`src/rtl/core/monotone_run_labeler_unit_defines.svh`:
```
// assertion helpers shared by the run labeller rtl
`ifndef MONOTONE_RUN_LABELER_UNIT_DEFINES_SVH
`define MONOTONE_RUN_LABELER_UNIT_DEFINES_SVH

// same-cycle implication
`define MRL_ASSERT_IMP(lbl, clk, rst_n, ante, cons) \
    lbl: assert property (@(posedge clk) disable iff (!rst_n) (ante) |-> (cons)) \
        else $error("mrl assertion failed");

// next-cycle implication
`define MRL_ASSERT_NXT(lbl, clk, rst_n, ante, cons) \
    lbl: assert property (@(posedge clk) disable iff (!rst_n) (ante) |=> (cons)) \
        else $error("mrl assertion failed");

`endif

```
`src/rtl/core/mrl_pkg.sv`:
```
package mrl_pkg;

    // fixed field widths
    localparam int SMP_W   = 16;
    localparam int PAD_W   = 6;
    localparam int LAB_W   = 6;
    localparam int IDX_W   = 7;
    localparam int CIDX_W  = 3;

    // configuration register indexes
    localparam logic [CIDX_W-1:0] REG_DIRECTION_DOWN = 3'd0;
    localparam logic [CIDX_W-1:0] REG_LEFT_PAD       = 3'd1;
    localparam logic [CIDX_W-1:0] REG_RIGHT_PAD      = 3'd2;
    localparam logic [CIDX_W-1:0] REG_UPPER_ENABLE   = 3'd3;
    localparam logic [CIDX_W-1:0] REG_UPPER_LIMIT    = 3'd4;
    localparam logic [CIDX_W-1:0] REG_LOWER_ENABLE   = 3'd5;
    localparam logic [CIDX_W-1:0] REG_LOWER_LIMIT    = 3'd6;

    typedef logic [IDX_W-1:0] t_idx;

    typedef struct packed {
        logic                    direction_down;
        logic [PAD_W-1:0]        left_pad;
        logic [PAD_W-1:0]        right_pad;
        logic                    upper_enable;
        logic signed [SMP_W-1:0] upper_limit;
        logic                    lower_enable;
        logic signed [SMP_W-1:0] lower_limit;
    } t_cfg;

    // run tracking state carried between scan steps
    typedef struct packed {
        logic                    empty;
        t_idx                    head;
        t_idx                    last;
        logic signed [SMP_W-1:0] head_val;
        logic signed [SMP_W-1:0] top_val;
        t_idx                    stop_next;
    } t_scan;

    typedef struct packed {
        t_scan scan;
        logic  fill;
        t_idx  fill_lo;
        t_idx  fill_hi;
        logic  last_step;
    } t_step;

endpackage

```
`src/rtl/core/mrl_intf.sv`:
```
interface mrl_in_if;
    logic                      valid;
    logic                      ready;
    logic signed [15:0]        sample;
    logic                      missing;
    logic                      final_sample;
    modport source (output valid, output sample, output missing, output final_sample,
                    input ready);
    modport sink   (input valid, input sample, input missing, input final_sample,
                    output ready);
endinterface

interface mrl_out_if;
    logic       valid;
    logic       ready;
    logic [5:0] run_label;
    logic       final_label;
    modport source (output valid, output run_label, output final_label, input ready);
    modport sink   (input valid, input run_label, input final_label, output ready);
endinterface

interface mrl_cfg_if;
    logic        valid;
    logic        ready;
    logic [2:0]  index;
    logic [15:0] data;
    modport source (output valid, output index, output data, input ready);
    modport sink   (input valid, input index, input data, output ready);
endinterface

```
`src/rtl/core/monotone_run_labeler_unit.sv`:
```
// channel  | dir | handshake          | payload
// i_smp    | in  | valid / ready      | sample, missing, final_sample
// o_res    | out | valid / ready      | run_label, final_label
// i_cfg    | in  | valid / ready (=1) | index, data
//
// loading accepts one item per cycle; after the final item the scan reads the
// stored sequence through the sample memory port, in a read and an evaluate
// state per sample pair, plus one label memory write per labelled sample, then
// each result goes through a read, a load and a send state and waits for ready.
// i_rst_n is synchronous; stores need no clearing, labels are zeroed on load.
`include "monotone_run_labeler_unit_defines.svh"

module monotone_run_labeler_unit #(
    parameter int MAX_LEN = 64
) (
    input  logic     i_clk,
    input  logic     i_rst_n,
    mrl_in_if.sink   i_smp,
    mrl_out_if.source o_res,
    mrl_cfg_if.sink  i_cfg
);
    import mrl_pkg::*;

    localparam int AW = (MAX_LEN > 1) ? $clog2(MAX_LEN) : 1;
    localparam int CW = AW + 1;

    localparam logic [3:0] ST_LOAD     = 4'd0;
    localparam logic [3:0] ST_PRE_RD   = 4'd1;
    localparam logic [3:0] ST_PRE_EV   = 4'd2;
    localparam logic [3:0] ST_SCAN_RD  = 4'd3;
    localparam logic [3:0] ST_SCAN_EV  = 4'd4;
    localparam logic [3:0] ST_FILL     = 4'd5;
    localparam logic [3:0] ST_OUT_RD   = 4'd6;
    localparam logic [3:0] ST_OUT_LD   = 4'd7;
    localparam logic [3:0] ST_OUT_SEND = 4'd8;

    localparam logic [CW-1:0] MAX_CNT = CW'(MAX_LEN);

    // stores
    logic [SMP_W:0]   smem [MAX_LEN];
    logic [LAB_W-1:0] lmem [MAX_LEN];
    logic [SMP_W:0]   r_smem_q;
    logic [LAB_W-1:0] r_lmem_q;

    t_cfg             r_cfg;
    logic [3:0]       r_state;
    logic [CW-1:0]    r_cnt;
    logic [CW-1:0]    r_n;
    logic [CW-1:0]    r_i;
    logic [CW-1:0]    r_k;
    logic signed [SMP_W-1:0] r_prev_val;
    logic             r_prev_miss;
    t_scan            r_scan;
    logic [LAB_W-1:0] r_count;
    logic [LAB_W-1:0] r_fill_lab;
    logic [CW-1:0]    r_fill_ptr;
    logic [CW-1:0]    r_fill_end;
    logic             r_was_last;
    logic [LAB_W-1:0] r_out_label;
    logic             r_out_final;
    logic             r_out_valid;

    logic             in_acc;
    logic             store_ok;
    logic [CW-1:0]    n_cnt;
    logic [CW-1:0]    rd_idx;
    logic [CW-1:0]    rd_phys;
    logic [CW-1:0]    fill_phys;
    logic             l_we;
    logic [CW-1:0]    l_waddr;
    logic [LAB_W-1:0] l_wdata;
    t_step            step;

    assign i_smp.ready = (r_state == ST_LOAD);
    assign i_cfg.ready = 1'b1;
    assign in_acc      = i_smp.valid && i_smp.ready;
    assign store_ok    = (r_cnt < MAX_CNT);
    assign n_cnt       = r_cnt + CW'(store_ok);

    assign o_res.valid       = r_out_valid;
    assign o_res.run_label   = r_out_label;
    assign o_res.final_label = r_out_final;

    // configuration registers
    always_ff @(posedge i_clk) begin
        if (!i_rst_n) begin
            r_cfg <= '0;
        end else if (i_cfg.valid && i_cfg.ready) begin
            case (i_cfg.index)
                REG_DIRECTION_DOWN: r_cfg.direction_down <= i_cfg.data[0];
                REG_LEFT_PAD:       r_cfg.left_pad       <= i_cfg.data[PAD_W-1:0];
                REG_RIGHT_PAD:      r_cfg.right_pad      <= i_cfg.data[PAD_W-1:0];
                REG_UPPER_ENABLE:   r_cfg.upper_enable   <= i_cfg.data[0];
                REG_UPPER_LIMIT:    r_cfg.upper_limit    <= i_cfg.data;
                REG_LOWER_ENABLE:   r_cfg.lower_enable   <= i_cfg.data[0];
                REG_LOWER_LIMIT:    r_cfg.lower_limit    <= i_cfg.data;
                default: ;
            endcase
        end
    end

    // scan order to load order address mapping
    always_comb begin
        rd_idx    = (r_state == ST_PRE_RD) ? '0 : r_i + CW'(1);
        rd_phys   = r_cfg.direction_down ? (r_n - CW'(1) - rd_idx) : rd_idx;
        fill_phys = r_cfg.direction_down ? (r_n - CW'(1) - r_fill_ptr) : r_fill_ptr;
    end

    // label write port: zero on load, run number on fill
    always_comb begin
        l_we    = 1'b0;
        l_waddr = r_cnt;
        l_wdata = '0;
        if (r_state == ST_FILL) begin
            l_we    = 1'b1;
            l_waddr = fill_phys;
            l_wdata = r_fill_lab;
        end else if (in_acc && store_ok) begin
            l_we = 1'b1;
        end
    end

    // sample memory
    always_ff @(posedge i_clk) begin
        if (in_acc && store_ok) begin
            smem[r_cnt[AW-1:0]] <= {i_smp.missing, i_smp.sample};
        end
        r_smem_q <= smem[rd_phys[AW-1:0]];
    end

    // label memory
    always_ff @(posedge i_clk) begin
        if (l_we) begin
            lmem[l_waddr[AW-1:0]] <= l_wdata;
        end
        r_lmem_q <= lmem[r_k[AW-1:0]];
    end

    mrl_run_eval u_eval (
        .i_cfg_regs  (r_cfg),
        .i_scan      (r_scan),
        .i_pos       (t_idx'(r_i)),
        .i_len       (t_idx'(r_n)),
        .i_prev_val  (r_prev_val),
        .i_prev_miss (r_prev_miss),
        .i_cur_val   (r_smem_q[SMP_W-1:0]),
        .i_cur_miss  (r_smem_q[SMP_W]),
        .o_step      (step)
    );

    // sequencer
    always_ff @(posedge i_clk) begin
        if (!i_rst_n) begin
            r_state     <= ST_LOAD;
            r_cnt       <= '0;
            r_out_valid <= 1'b0;
        end else begin
            case (r_state)
                ST_LOAD: begin
                    if (in_acc) begin
                        r_cnt <= n_cnt;
                        if (i_smp.final_sample) begin
                            r_n          <= n_cnt;
                            r_i          <= '0;
                            r_k          <= '0;
                            r_count      <= LAB_W'(1);
                            r_scan       <= '0;
                            r_scan.empty <= 1'b1;
                            r_state      <= (n_cnt >= CW'(2)) ? ST_PRE_RD : ST_OUT_RD;
                        end
                    end
                end
                ST_PRE_RD: begin
                    r_state <= ST_PRE_EV;
                end
                ST_PRE_EV: begin
                    r_prev_val  <= r_smem_q[SMP_W-1:0];
                    r_prev_miss <= r_smem_q[SMP_W];
                    r_state     <= ST_SCAN_RD;
                end
                ST_SCAN_RD: begin
                    r_state <= ST_SCAN_EV;
                end
                ST_SCAN_EV: begin
                    r_scan      <= step.scan;
                    r_prev_val  <= r_smem_q[SMP_W-1:0];
                    r_prev_miss <= r_smem_q[SMP_W];
                    r_i         <= r_i + CW'(1);
                    r_was_last  <= step.last_step;
                    if (step.fill) begin
                        r_fill_lab <= r_count;
                        r_count    <= r_count + LAB_W'(1);
                        r_fill_ptr <= CW'(step.fill_lo);
                        r_fill_end <= CW'(step.fill_hi);
                        r_state    <= ST_FILL;
                    end else if (step.last_step) begin
                        r_state <= ST_OUT_RD;
                    end else begin
                        r_state <= ST_SCAN_RD;
                    end
                end
                ST_FILL: begin
                    r_fill_ptr <= r_fill_ptr + CW'(1);
                    if (r_fill_ptr == r_fill_end) begin
                        r_state <= r_was_last ? ST_OUT_RD : ST_SCAN_RD;
                    end
                end
                ST_OUT_RD: begin
                    r_state <= ST_OUT_LD;
                end
                ST_OUT_LD: begin
                    // down mode numbers runs from the left of the load order
                    r_out_label <= (r_cfg.direction_down && (r_lmem_q != '0))
                                   ? (r_count - r_lmem_q) : r_lmem_q;
                    r_out_final <= (r_k == r_n - CW'(1));
                    r_out_valid <= 1'b1;
                    r_state     <= ST_OUT_SEND;
                end
                ST_OUT_SEND: begin
                    if (o_res.ready) begin
                        r_out_valid <= 1'b0;
                        if (r_out_final) begin
                            r_cnt   <= '0;
                            r_state <= ST_LOAD;
                        end else begin
                            r_k     <= r_k + CW'(1);
                            r_state <= ST_OUT_RD;
                        end
                    end
                end
                default: begin
                    r_state <= ST_LOAD;
                end
            endcase
        end
    end

    // checks
    `MRL_ASSERT_IMP(a_no_load_while_out, i_clk, i_rst_n, o_res.valid, !i_smp.ready)
    `MRL_ASSERT_NXT(a_cnt_cleared, i_clk, i_rst_n,
        o_res.valid && o_res.ready && o_res.final_label, r_cnt == '0)
    `MRL_ASSERT_IMP(a_fill_label_nonzero, i_clk, i_rst_n, r_state == ST_FILL,
        r_fill_lab != '0)

endmodule

```
`src/rtl/core/mrl_run_eval.sv`:
```
module mrl_run_eval (
    input  mrl_pkg::t_cfg  i_cfg_regs,
    input  mrl_pkg::t_scan i_scan,
    input  mrl_pkg::t_idx  i_pos,
    input  mrl_pkg::t_idx  i_len,
    input  logic signed [15:0] i_prev_val,
    input  logic           i_prev_miss,
    input  logic signed [15:0] i_cur_val,
    input  logic           i_cur_miss,
    output mrl_pkg::t_step o_step
);
    import mrl_pkg::*;

    logic              dna;
    logic signed [SMP_W:0] diff;
    logic              pos;
    logic              neg;
    logic              open_now;
    t_scan             sa;
    logic              last_step;
    logic              close;
    logic              reject;
    t_idx              sb;
    t_idx              eb;
    t_idx              gap_l;
    t_idx              bl;
    t_idx              t0;
    t_idx              gap_r;
    t_idx              br;
    logic              off;

    // difference of the pair and its sign
    always_comb begin
        dna  = i_prev_miss | i_cur_miss;
        diff = {i_cur_val[SMP_W-1], i_cur_val} - {i_prev_val[SMP_W-1], i_prev_val};
        pos  = !dna && !diff[SMP_W] && (diff != '0);
        neg  = !dna && diff[SMP_W];
    end

    // run extension on a rising step
    always_comb begin
        open_now = pos && i_scan.empty;
        sa       = i_scan;
        if (pos) begin
            sa.empty = 1'b0;
            sa.last  = i_pos;
            sa.top_val = i_cur_val;
        end
        if (open_now) begin
            sa.head     = i_pos;
            sa.head_val = i_prev_val;
        end
    end

    // run close, limit check and padding
    always_comb begin
        last_step = (i_pos == i_len - t_idx'(2));
        close     = last_step | dna | neg;
        reject    = (i_cfg_regs.upper_enable && (sa.top_val < i_cfg_regs.upper_limit)) ||
                    (i_cfg_regs.lower_enable && (sa.head_val > i_cfg_regs.lower_limit));
        sb = i_cfg_regs.direction_down ? t_idx'(i_cfg_regs.right_pad)
                                       : t_idx'(i_cfg_regs.left_pad);
        eb = i_cfg_regs.direction_down ? t_idx'(i_cfg_regs.left_pad)
                                       : t_idx'(i_cfg_regs.right_pad);
        gap_l = sa.head - sa.stop_next;
        bl    = (gap_l > sb) ? sb : gap_l;
        t0    = sa.last + t_idx'(1);
        off   = last_step && !dna && !diff[SMP_W];
        gap_r = i_pos - t0 + t_idx'(off);
        br    = (gap_r > eb) ? eb : gap_r;
        if (t0 == i_pos + t_idx'(1)) begin
            br = '0;
        end

        o_step.scan      = sa;
        o_step.fill      = close && !sa.empty && !reject;
        o_step.fill_lo   = sa.head - bl;
        o_step.fill_hi   = t0 + br;
        o_step.last_step = last_step;
        if (close) begin
            o_step.scan.empty     = 1'b1;
            o_step.scan.stop_next = i_pos + t_idx'(1);
        end
    end

endmodule
```
`src/flat_wrapper.sv`:
```
// flat-port wrapper written by rule: the top's interface ports become plain ports
module monotone_run_labeler_unit_flat import mrl_pkg::*;
#(
    parameter int MAX_LEN = 64
)
  (i_clk, i_rst_n, i_smp_valid, i_smp_sample, i_smp_missing, i_smp_final_sample, i_smp_ready, o_res_valid, o_res_run_label, o_res_final_label, o_res_ready, i_cfg_valid, i_cfg_index, i_cfg_data, i_cfg_ready);
  mrl_in_if i_smp_i ();
  mrl_out_if o_res_i ();
  mrl_cfg_if i_cfg_i ();
  input  logic i_clk;
  input  logic i_rst_n;
  input wire logic [$bits(i_smp_i.valid)-1:0] i_smp_valid;
  input wire logic [$bits(i_smp_i.sample)-1:0] i_smp_sample;
  input wire logic [$bits(i_smp_i.missing)-1:0] i_smp_missing;
  input wire logic [$bits(i_smp_i.final_sample)-1:0] i_smp_final_sample;
  output wire logic [$bits(i_smp_i.ready)-1:0] i_smp_ready;
  output wire logic [$bits(o_res_i.valid)-1:0] o_res_valid;
  output wire logic [$bits(o_res_i.run_label)-1:0] o_res_run_label;
  output wire logic [$bits(o_res_i.final_label)-1:0] o_res_final_label;
  input wire logic [$bits(o_res_i.ready)-1:0] o_res_ready;
  input wire logic [$bits(i_cfg_i.valid)-1:0] i_cfg_valid;
  input wire logic [$bits(i_cfg_i.index)-1:0] i_cfg_index;
  input wire logic [$bits(i_cfg_i.data)-1:0] i_cfg_data;
  output wire logic [$bits(i_cfg_i.ready)-1:0] i_cfg_ready;
  assign i_smp_i.valid = i_smp_valid;
  assign i_smp_i.sample = i_smp_sample;
  assign i_smp_i.missing = i_smp_missing;
  assign i_smp_i.final_sample = i_smp_final_sample;
  assign i_smp_ready = i_smp_i.ready;
  assign o_res_valid = o_res_i.valid;
  assign o_res_run_label = o_res_i.run_label;
  assign o_res_final_label = o_res_i.final_label;
  assign o_res_i.ready = o_res_ready;
  assign i_cfg_i.valid = i_cfg_valid;
  assign i_cfg_i.index = i_cfg_index;
  assign i_cfg_i.data = i_cfg_data;
  assign i_cfg_ready = i_cfg_i.ready;
  monotone_run_labeler_unit #(.MAX_LEN(MAX_LEN)) u_core (.i_clk(i_clk), .i_rst_n(i_rst_n), .i_smp(i_smp_i), .o_res(o_res_i), .i_cfg(i_cfg_i));
endmodule
```
`config.mk`:
```
export PLATFORM = sky130hd
export DESIGN_NAME = monotone_run_labeler_unit_flat
export DESIGN_NICKNAME = d
export VERILOG_FILES = /design/src/rtl/core/mrl_pkg.sv /design/src/rtl/core/mrl_intf.sv /design/src/rtl/core/monotone_run_labeler_unit.sv /design/src/rtl/core/mrl_run_eval.sv /design/src/flat_wrapper.sv
export VERILOG_INCLUDE_DIRS = /design/src /design/src/rtl/core
export SDC_FILE = /design/constraint.sdc
export NUM_CORES = 2
export LEC_CHECK = 0
export ABC_AREA = 1
export BUFFER_PORTS_ARGS = -buffer_cell sky130_fd_sc_hd__buf_2
export CORE_MARGIN = 2
export CORE_UTILIZATION = 35
export CTS_CLUSTER_DIAMETER = 120
export DETAILED_ROUTE_END_ITERATION = 7
export PLACE_DENSITY = 0.49
export SLEW_MARGIN = 15
export SYNTH_ARGS = -nofsm -noshare
export SYNTH_HDL_FRONTEND = slang
export SYNTH_HIERARCHICAL = 1
export SYNTH_SLANG_ARGS = --single-unit
```
`constraint.sdc`:
```
create_clock -name i_clk -period 14 [get_ports i_clk]
set_input_delay 2.8 -clock i_clk [delete_from_list [all_inputs] [get_ports i_clk]]
set_output_delay 2.8 -clock i_clk [all_outputs]
set_load 0.03 [all_outputs]
```
* Word-level counts from Yosys, hierarchy flattened
Memories as Yosys holds them, arrays and structs flattened. A register that Yosys moved wholly into a read port is not among the register bits.
Cells that the tools add are included.
** Cells by class
- Add/subtract/negate cells :: 17
- Order comparisons :: 6
- Equal/unequal tests :: 26
- Muxes and demuxes :: 54
- Bitwise logic cells :: 3
- Reductions and logical operators :: 47
** Operator list (number)
- 54-bit two-way mux :: 2
- 54-bit case mux with 2 select lines :: 1
- 7-bit two-way mux :: 14
- 6-bit two-way mux :: 11
- 7-bit case mux with 2 select lines :: 4
- 4-bit case mux with 9 select lines :: 1
- 16-bit two-way mux :: 2
- 7-bit by 1-bit adder with 7-bit output, second input constant :: 4
- 7-bit == test :: 4
- 2-bit AND reduction :: 11
- 7-bit subtractor :: 3
- 4-bit two-way mux :: 5
- 6-bit subtractor :: 3
- 17-bit nonzero test :: 1
- 16-bit by 16-bit subtractor with 17-bit output :: 1
- 4-bit by 3-bit == test with 1-bit output, second input constant :: 4
- 16-bit > comparator :: 1
- 16-bit less-than comparator :: 1
- 4-bit AND reduction :: 4
- 7-bit by 1-bit adder with 7-bit output :: 2
- 7-bit by 6-bit > comparator with 1-bit output :: 2
- 1-bit logical AND :: 13
- 3-bit two-way mux :: 4
- 2-bit inequality test, second input constant :: 6
- 27 further kinds :: 49
** Word-level totals
- Register bits :: 185
- RAM bits :: 1472
- Input port bits :: 42
- Output and inout port bits :: 10
- Logic and storage cells :: 183
- Memories :: 2
** Memories
- u_core.smem :: depth 64, bits a word 17, rd ports 1, clocked after memory_dff 1, wr ports 1, RTL line monotone_run_labeler_unit.sv:40 : logic [SMP_W:0] smem [MAX_LEN];
- u_core.lmem :: depth 64, bits a word 6, rd ports 1, clocked after memory_dff 1, wr ports 1, RTL line monotone_run_labeler_unit.sv:41 : logic [LAB_W-1:0] lmem [MAX_LEN];

* Depth between registers and ports, before layout
- Depth in word-level cells :: 13
- Depth in mapped cells :: 49
- Mapped depth without buffers :: 47

* Cells and area by module
The synthesis kept the hierarchy.
** Modules (own cells, without submodules)
- monotone_run_labeler_unit :: times used 1, cells an instance 6364, area an instance 70735.3 µm², seq. area each 49627.6 µm²
- mrl_run_eval :: times used 1, cells an instance 876, area an instance 4854.7 µm², seq. area each 0.0 µm²

* Least setup slack after synthesis
No wires, ideal clock.
- Path kind :: input port to flip-flop
- Start point :: input port i_smp_valid
- End point :: register u_core.r_i[0] (enable)
- Library setup time :: 0.555 ns
- Data arrival time :: 7.368 ns
- Data required time :: 13.445 ns
- Setup slack :: 6.077 ns
- Cell stages on the path :: 4
- Path buffers :: 0
- Cells stage by stage :: nand2_1 > o21ai_0 > nand2_1 > nor3_1
** On the way
- Word-level cells in the longest chain between the ends :: 3
** RTL lines
- start: declaration :: RTL line flat_wrapper.sv:12 : input wire logic [$bits(i_smp_i.valid)-1:0] i_smp_valid;
- 1-bit logical AND :: RTL line monotone_run_labeler_unit.sv:76 : assign in_acc = i_smp.valid && i_smp.ready;
- 2-bit inequality test (no line)
- 4-bit AND reduction (no line)
- end signal: assignment :: RTL line monotone_run_labeler_unit.sv:188 : r_i <= r_i + CW'(1);
- end: declaration :: RTL line monotone_run_labeler_unit.sv:49 : logic [CW-1:0] r_i;
Every way passes these cells.
A chain may end at the register's enable or synchronous reset.

==> metrics.md <==
| Metric | Value |
|---|---|
| Worst Path Arrival | `8.58 ns` |
| GR Util All Layers | `between 20% and 30%` |
| Max_cap viols | `0` |
| Post-synth net total | `7404` |
| Fin Setup TNS | `0 ns` |
| Fin Clk Skew | `between 0.05 and 0.06 ns` |
| RSZ-0062 raised after global routing | `false` |
| Peak supply drop | `0.2321 mV` |
| Post-synth EDFFs | `1598` |
| Post-Route WL | `223.1 mm` |
| Syn Inst Count | `7240` |
| FF-to-FF End | `u_core/r_fill_ptr[6]` |
| Critical path class | `reg -> reg` |
| Pre-CTS WS | `5.896 ns` |
| Worst Hold Class | `reg -> reg` |
| Die Y | `~470 um` |
| Worst-Skew Late Latency | `0.84 ns` |
| Hold path endpoint | `u_core/r_prev_miss` |
| Maximum root-to-sink buffer count | `3` |
| Post-DP HPWL | `approximately 130 mm` |
| CP required | `14.55 ns` |
| Full die area | `about 220000 um2` |
| PnR worst setup slack | `around 6.0 ns` |
| Final Hold Viols | `0` |
| Rel. slew slack | `19.97%` |
| Vias in the first global route | `just over 50000` |
| Clock root cell | `clkbuf_16` |
| Share of the clock period used by the worst path | `57.39%` |
| Final #Nets | `7361` |
| Initial antenna violation count | `11` |
| Share of post-route cells with drive strength above 1 | `7.178%` |
| Worst-path clk slew | `0.06 ns` |
| Drt wl/cell | `~22 um` |
| TritonCTS clock tree | `built` |
| CP Max Fanout | `45` |
| HP Start | `u_core/r_smem_q[16]` |
| GP Congestion | `0.8191` |
| DR vias | `52415` |
| Startpoint Class | `register` |
| CTS Buf Count | `185` |
| Pwr dens | `215.1 nW/um2` |
| Register bit total from synthesis | `~1700` |
| Cell leakage power | `between 30 and 40 nW` |
| Post-DR vias/cell | `5.148` |
| Max H-tree Level | `4` |
| Yosys warns | `6` |
| FP Rows | `170` |
| Number of distinct library cells after synthesis | `54` |
| Largest net degree at the start of global routing | `164` |
| Hold path cells | `0` |
| First-pass GRT wire length | `332.9 mm` |
| Largest stage delay on the critical path | `0.54 ns` |
| Worst slew pin tran | `1.199 ns` |
| Slowest CP cell | `o21ai_0` |
| Number of port buffers | `50` |
| Core area | `around 210000 um2` |
| Post-CTS setup buffers | `0` |
| IO Pins | `52` |
| Crit end category | `register` |
| Die W | `468.7 um` |
| Syn Area/Cell | `10.44 um2` |
| Number of remaining DRC errors | `0` |
| Total gr overflow | `0` |
| Detailed Route Iter0 Violations | `4949` |
| Final setup violation count | `0` |
| R2R Path Start | `u_core/r_prev_val[0]` |
| FF-to-FF path depth | `39` |
| Final min period | `between 8 and 9 ns` |
| Total power | `roughly 18 mW` |
| CTS sink cnt | `1680` |
| Max frequency | `~120 MHz` |
| Synth Flop Type | `edfxtp_1` |
| Initial Utilization | `35.22%` |
| Outcome | `finished, final reports clean` |
| Layout area overhead | `11.82%` |
| Sequential share of the synthesized area | `between 60 and 70%` |
| Hold-fix buffers at CTS | `0` |
| Reg2reg setup slack | `between 5 and 6 ns` |
| Resized Gates After CTS | `0` |
| Detail Route Antenna Nets | `0` |
| Max-slew violation count | `0` |
| Critical Path Most Common Cell | `nand2_1` |
| Pre-antenna DRT Iters | `5` |
| Synth Cell Area | `75590 um2` |
| Post-synthesis async set-or-reset flop share | `0%` |
| Worst Setup SP | `u_core/r_prev_val[0]` |
-- critical path, delay by kind of cell, from the launching register on --
kind	cells	cell delay, ns
DFF	1	0.40
buffers and inverters	5	1.01
AOI/OAI and AO/OA	9	1.62
and+or+nand+nor	17	2.28
xor gates and xnor gates	2	0.44
adders and majority gates	6	1.94
-- how the worst max path moves through the flow --
stage / slack (ns) / to / cells past startpoint
2_1_floorplan: 6.08 / u_core/r_i[0] / 4
3_3_place_gp: 6.01 / u_core/r_fill_ptr[6] / 39
3_5_place_dp: 5.90 / u_core/r_fill_ptr[6] / 39
4_1_cts: 5.84 / u_core/r_fill_ptr[6] / 39
5_1_grt: 5.26 / u_core/r_fill_ptr[6] / 39
6_report: 5.96 / u_core/r_fill_ptr[6] / 39
-- registers in the layout, indices dropped and copies added (netlist names) --
register                  count
u_core/r_prev_val            16
u_core/r_was_last             1
u_core/r_fill_ptr             7
u_core/o_res.run_label        6
u_core/o_res.final_label      1
u_core/r_n                    7
u_core/lmem                 384
u_core/r_k                    7
u_core/r_i                    7
u_core/r_prev_miss            1
u_core/r_state                4
u_core/r_lmem_q               6
u_core/r_cnt                  7
u_core/r_fill_end             7
u_core/r_scan                54
u_core/r_count                6
u_core/r_cfg                 47
u_core/smem                1088
u_core/r_fill_lab             6
u_core/r_smem_q              17
u_core/o_res.valid            1
-- layer usage --
metal | GRT usage, % | vias to the layer above | routed length (um)
met4 | 6.100 | 0 | 6264
met3 | 2.883 | 326 | 13430
met2 | 30.84 | 1529 | 99950
met1 | 29.12 | 25783 | 103400
li1 | - | 24777 | -
met5 | 0 | - | 0
-- cell usage after synthesis (22+ instances only) --
cell | instances | area [um2]
buf_2 | 178 | 890.9
a21oi_1 | 105 | 525.5
mux2i_1 | 26 | 260.3
ha_1 | 114 | 1426
edfxtp_1 | 1598 | 47990
nor2_1 | 621 | 2331
dfxtp_1 | 82 | 1642
buf_4 | 24 | 180.2
o221ai_1 | 22 | 192.7
buf_1 | 31 | 116.4
o211ai_1 | 30 | 225.2
o21ai_0 | 241 | 1206
nand3_1 | 1296 | 6486
o32ai_1 | 52 | 455.4
clkbuf_1 | 171 | 641.9
xor2_1 | 51 | 446.7
nand2_1 | 1814 | 6809
inv_1 | 561 | 2106
nand3b_1 | 39 | 292.8
-- through the flow --
stage               cells  area (um2)  utilization, %  hold WS (ns)
floorplan            7240       75590               -        0.4090
global placement     9846       78730           36.68        0.4236
detailed placement   9846       78740           36.69        0.4266
CTS                 10178       84480           39.36        0.4418
global route        10181       84520           39.38        0.4625
finish              10181       84520           39.38        0.4377
-- logic make-up after synthesis --
logic type	after synthesis	synth area share, %
AND/OR/NAND/NOR	3850	21.72
flip-flops	1680	65.65
buffers and inverters	987	5.385
AO/OA/AOI/OAI	501	3.941
adder cells (fa/ha/maj)	122	2.099
XOR/XNOR	72	0.8343
multiplexers	27	0.3592
other	1	0.004961
-- cell usage in the layout, fill, tap and decap left out, types with 30 or more instances in the layout --
master / count
nand3_1: 1296
clkbuf_1: 57
o32ai_1: 52
edfxtp_1: 1598
o211ai_1: 30
buf_2: 50
xor2_1: 51
buf_4: 126
nand3b_1: 39
nand2_1: 1811
o21ai_0: 240
clkinv_1: 38
clkbuf_16: 190
nor2_1: 578
inv_1: 560
dfxtp_1: 82
ha_1: 114
a21oi_1: 104
nor2_2: 42
-- power by group --
| group | total (mW) | switching (mW) | leakage [nW] | internal, mW |
|---|---|---|---|---|
| clock | 4.67 | 2.05 | 2.78 | 2.62 |
| combinational | 7.58 | 5.43 | 14.5 | 2.16 |
| sequential | 5.94 | 0.129 | 15.7 | 5.81 |
-- area by class of cell --
| class | count | area, um2 |
|---|---|---|
| antenna | 1 | 2.502 |
| fill | 20980 | 130100 |
| clock inverter | 77 | 665.6 |
| multi-input combinational | 4573 | 22140 |
| tap | 2838 | 3551 |
| clock buffer | 255 | 5079 |
| sequential | 1680 | 49630 |
| inverter | 576 | 2167 |
| timing repair buffer | 181 | 1287 |
(Power assumes the default switching activity.)
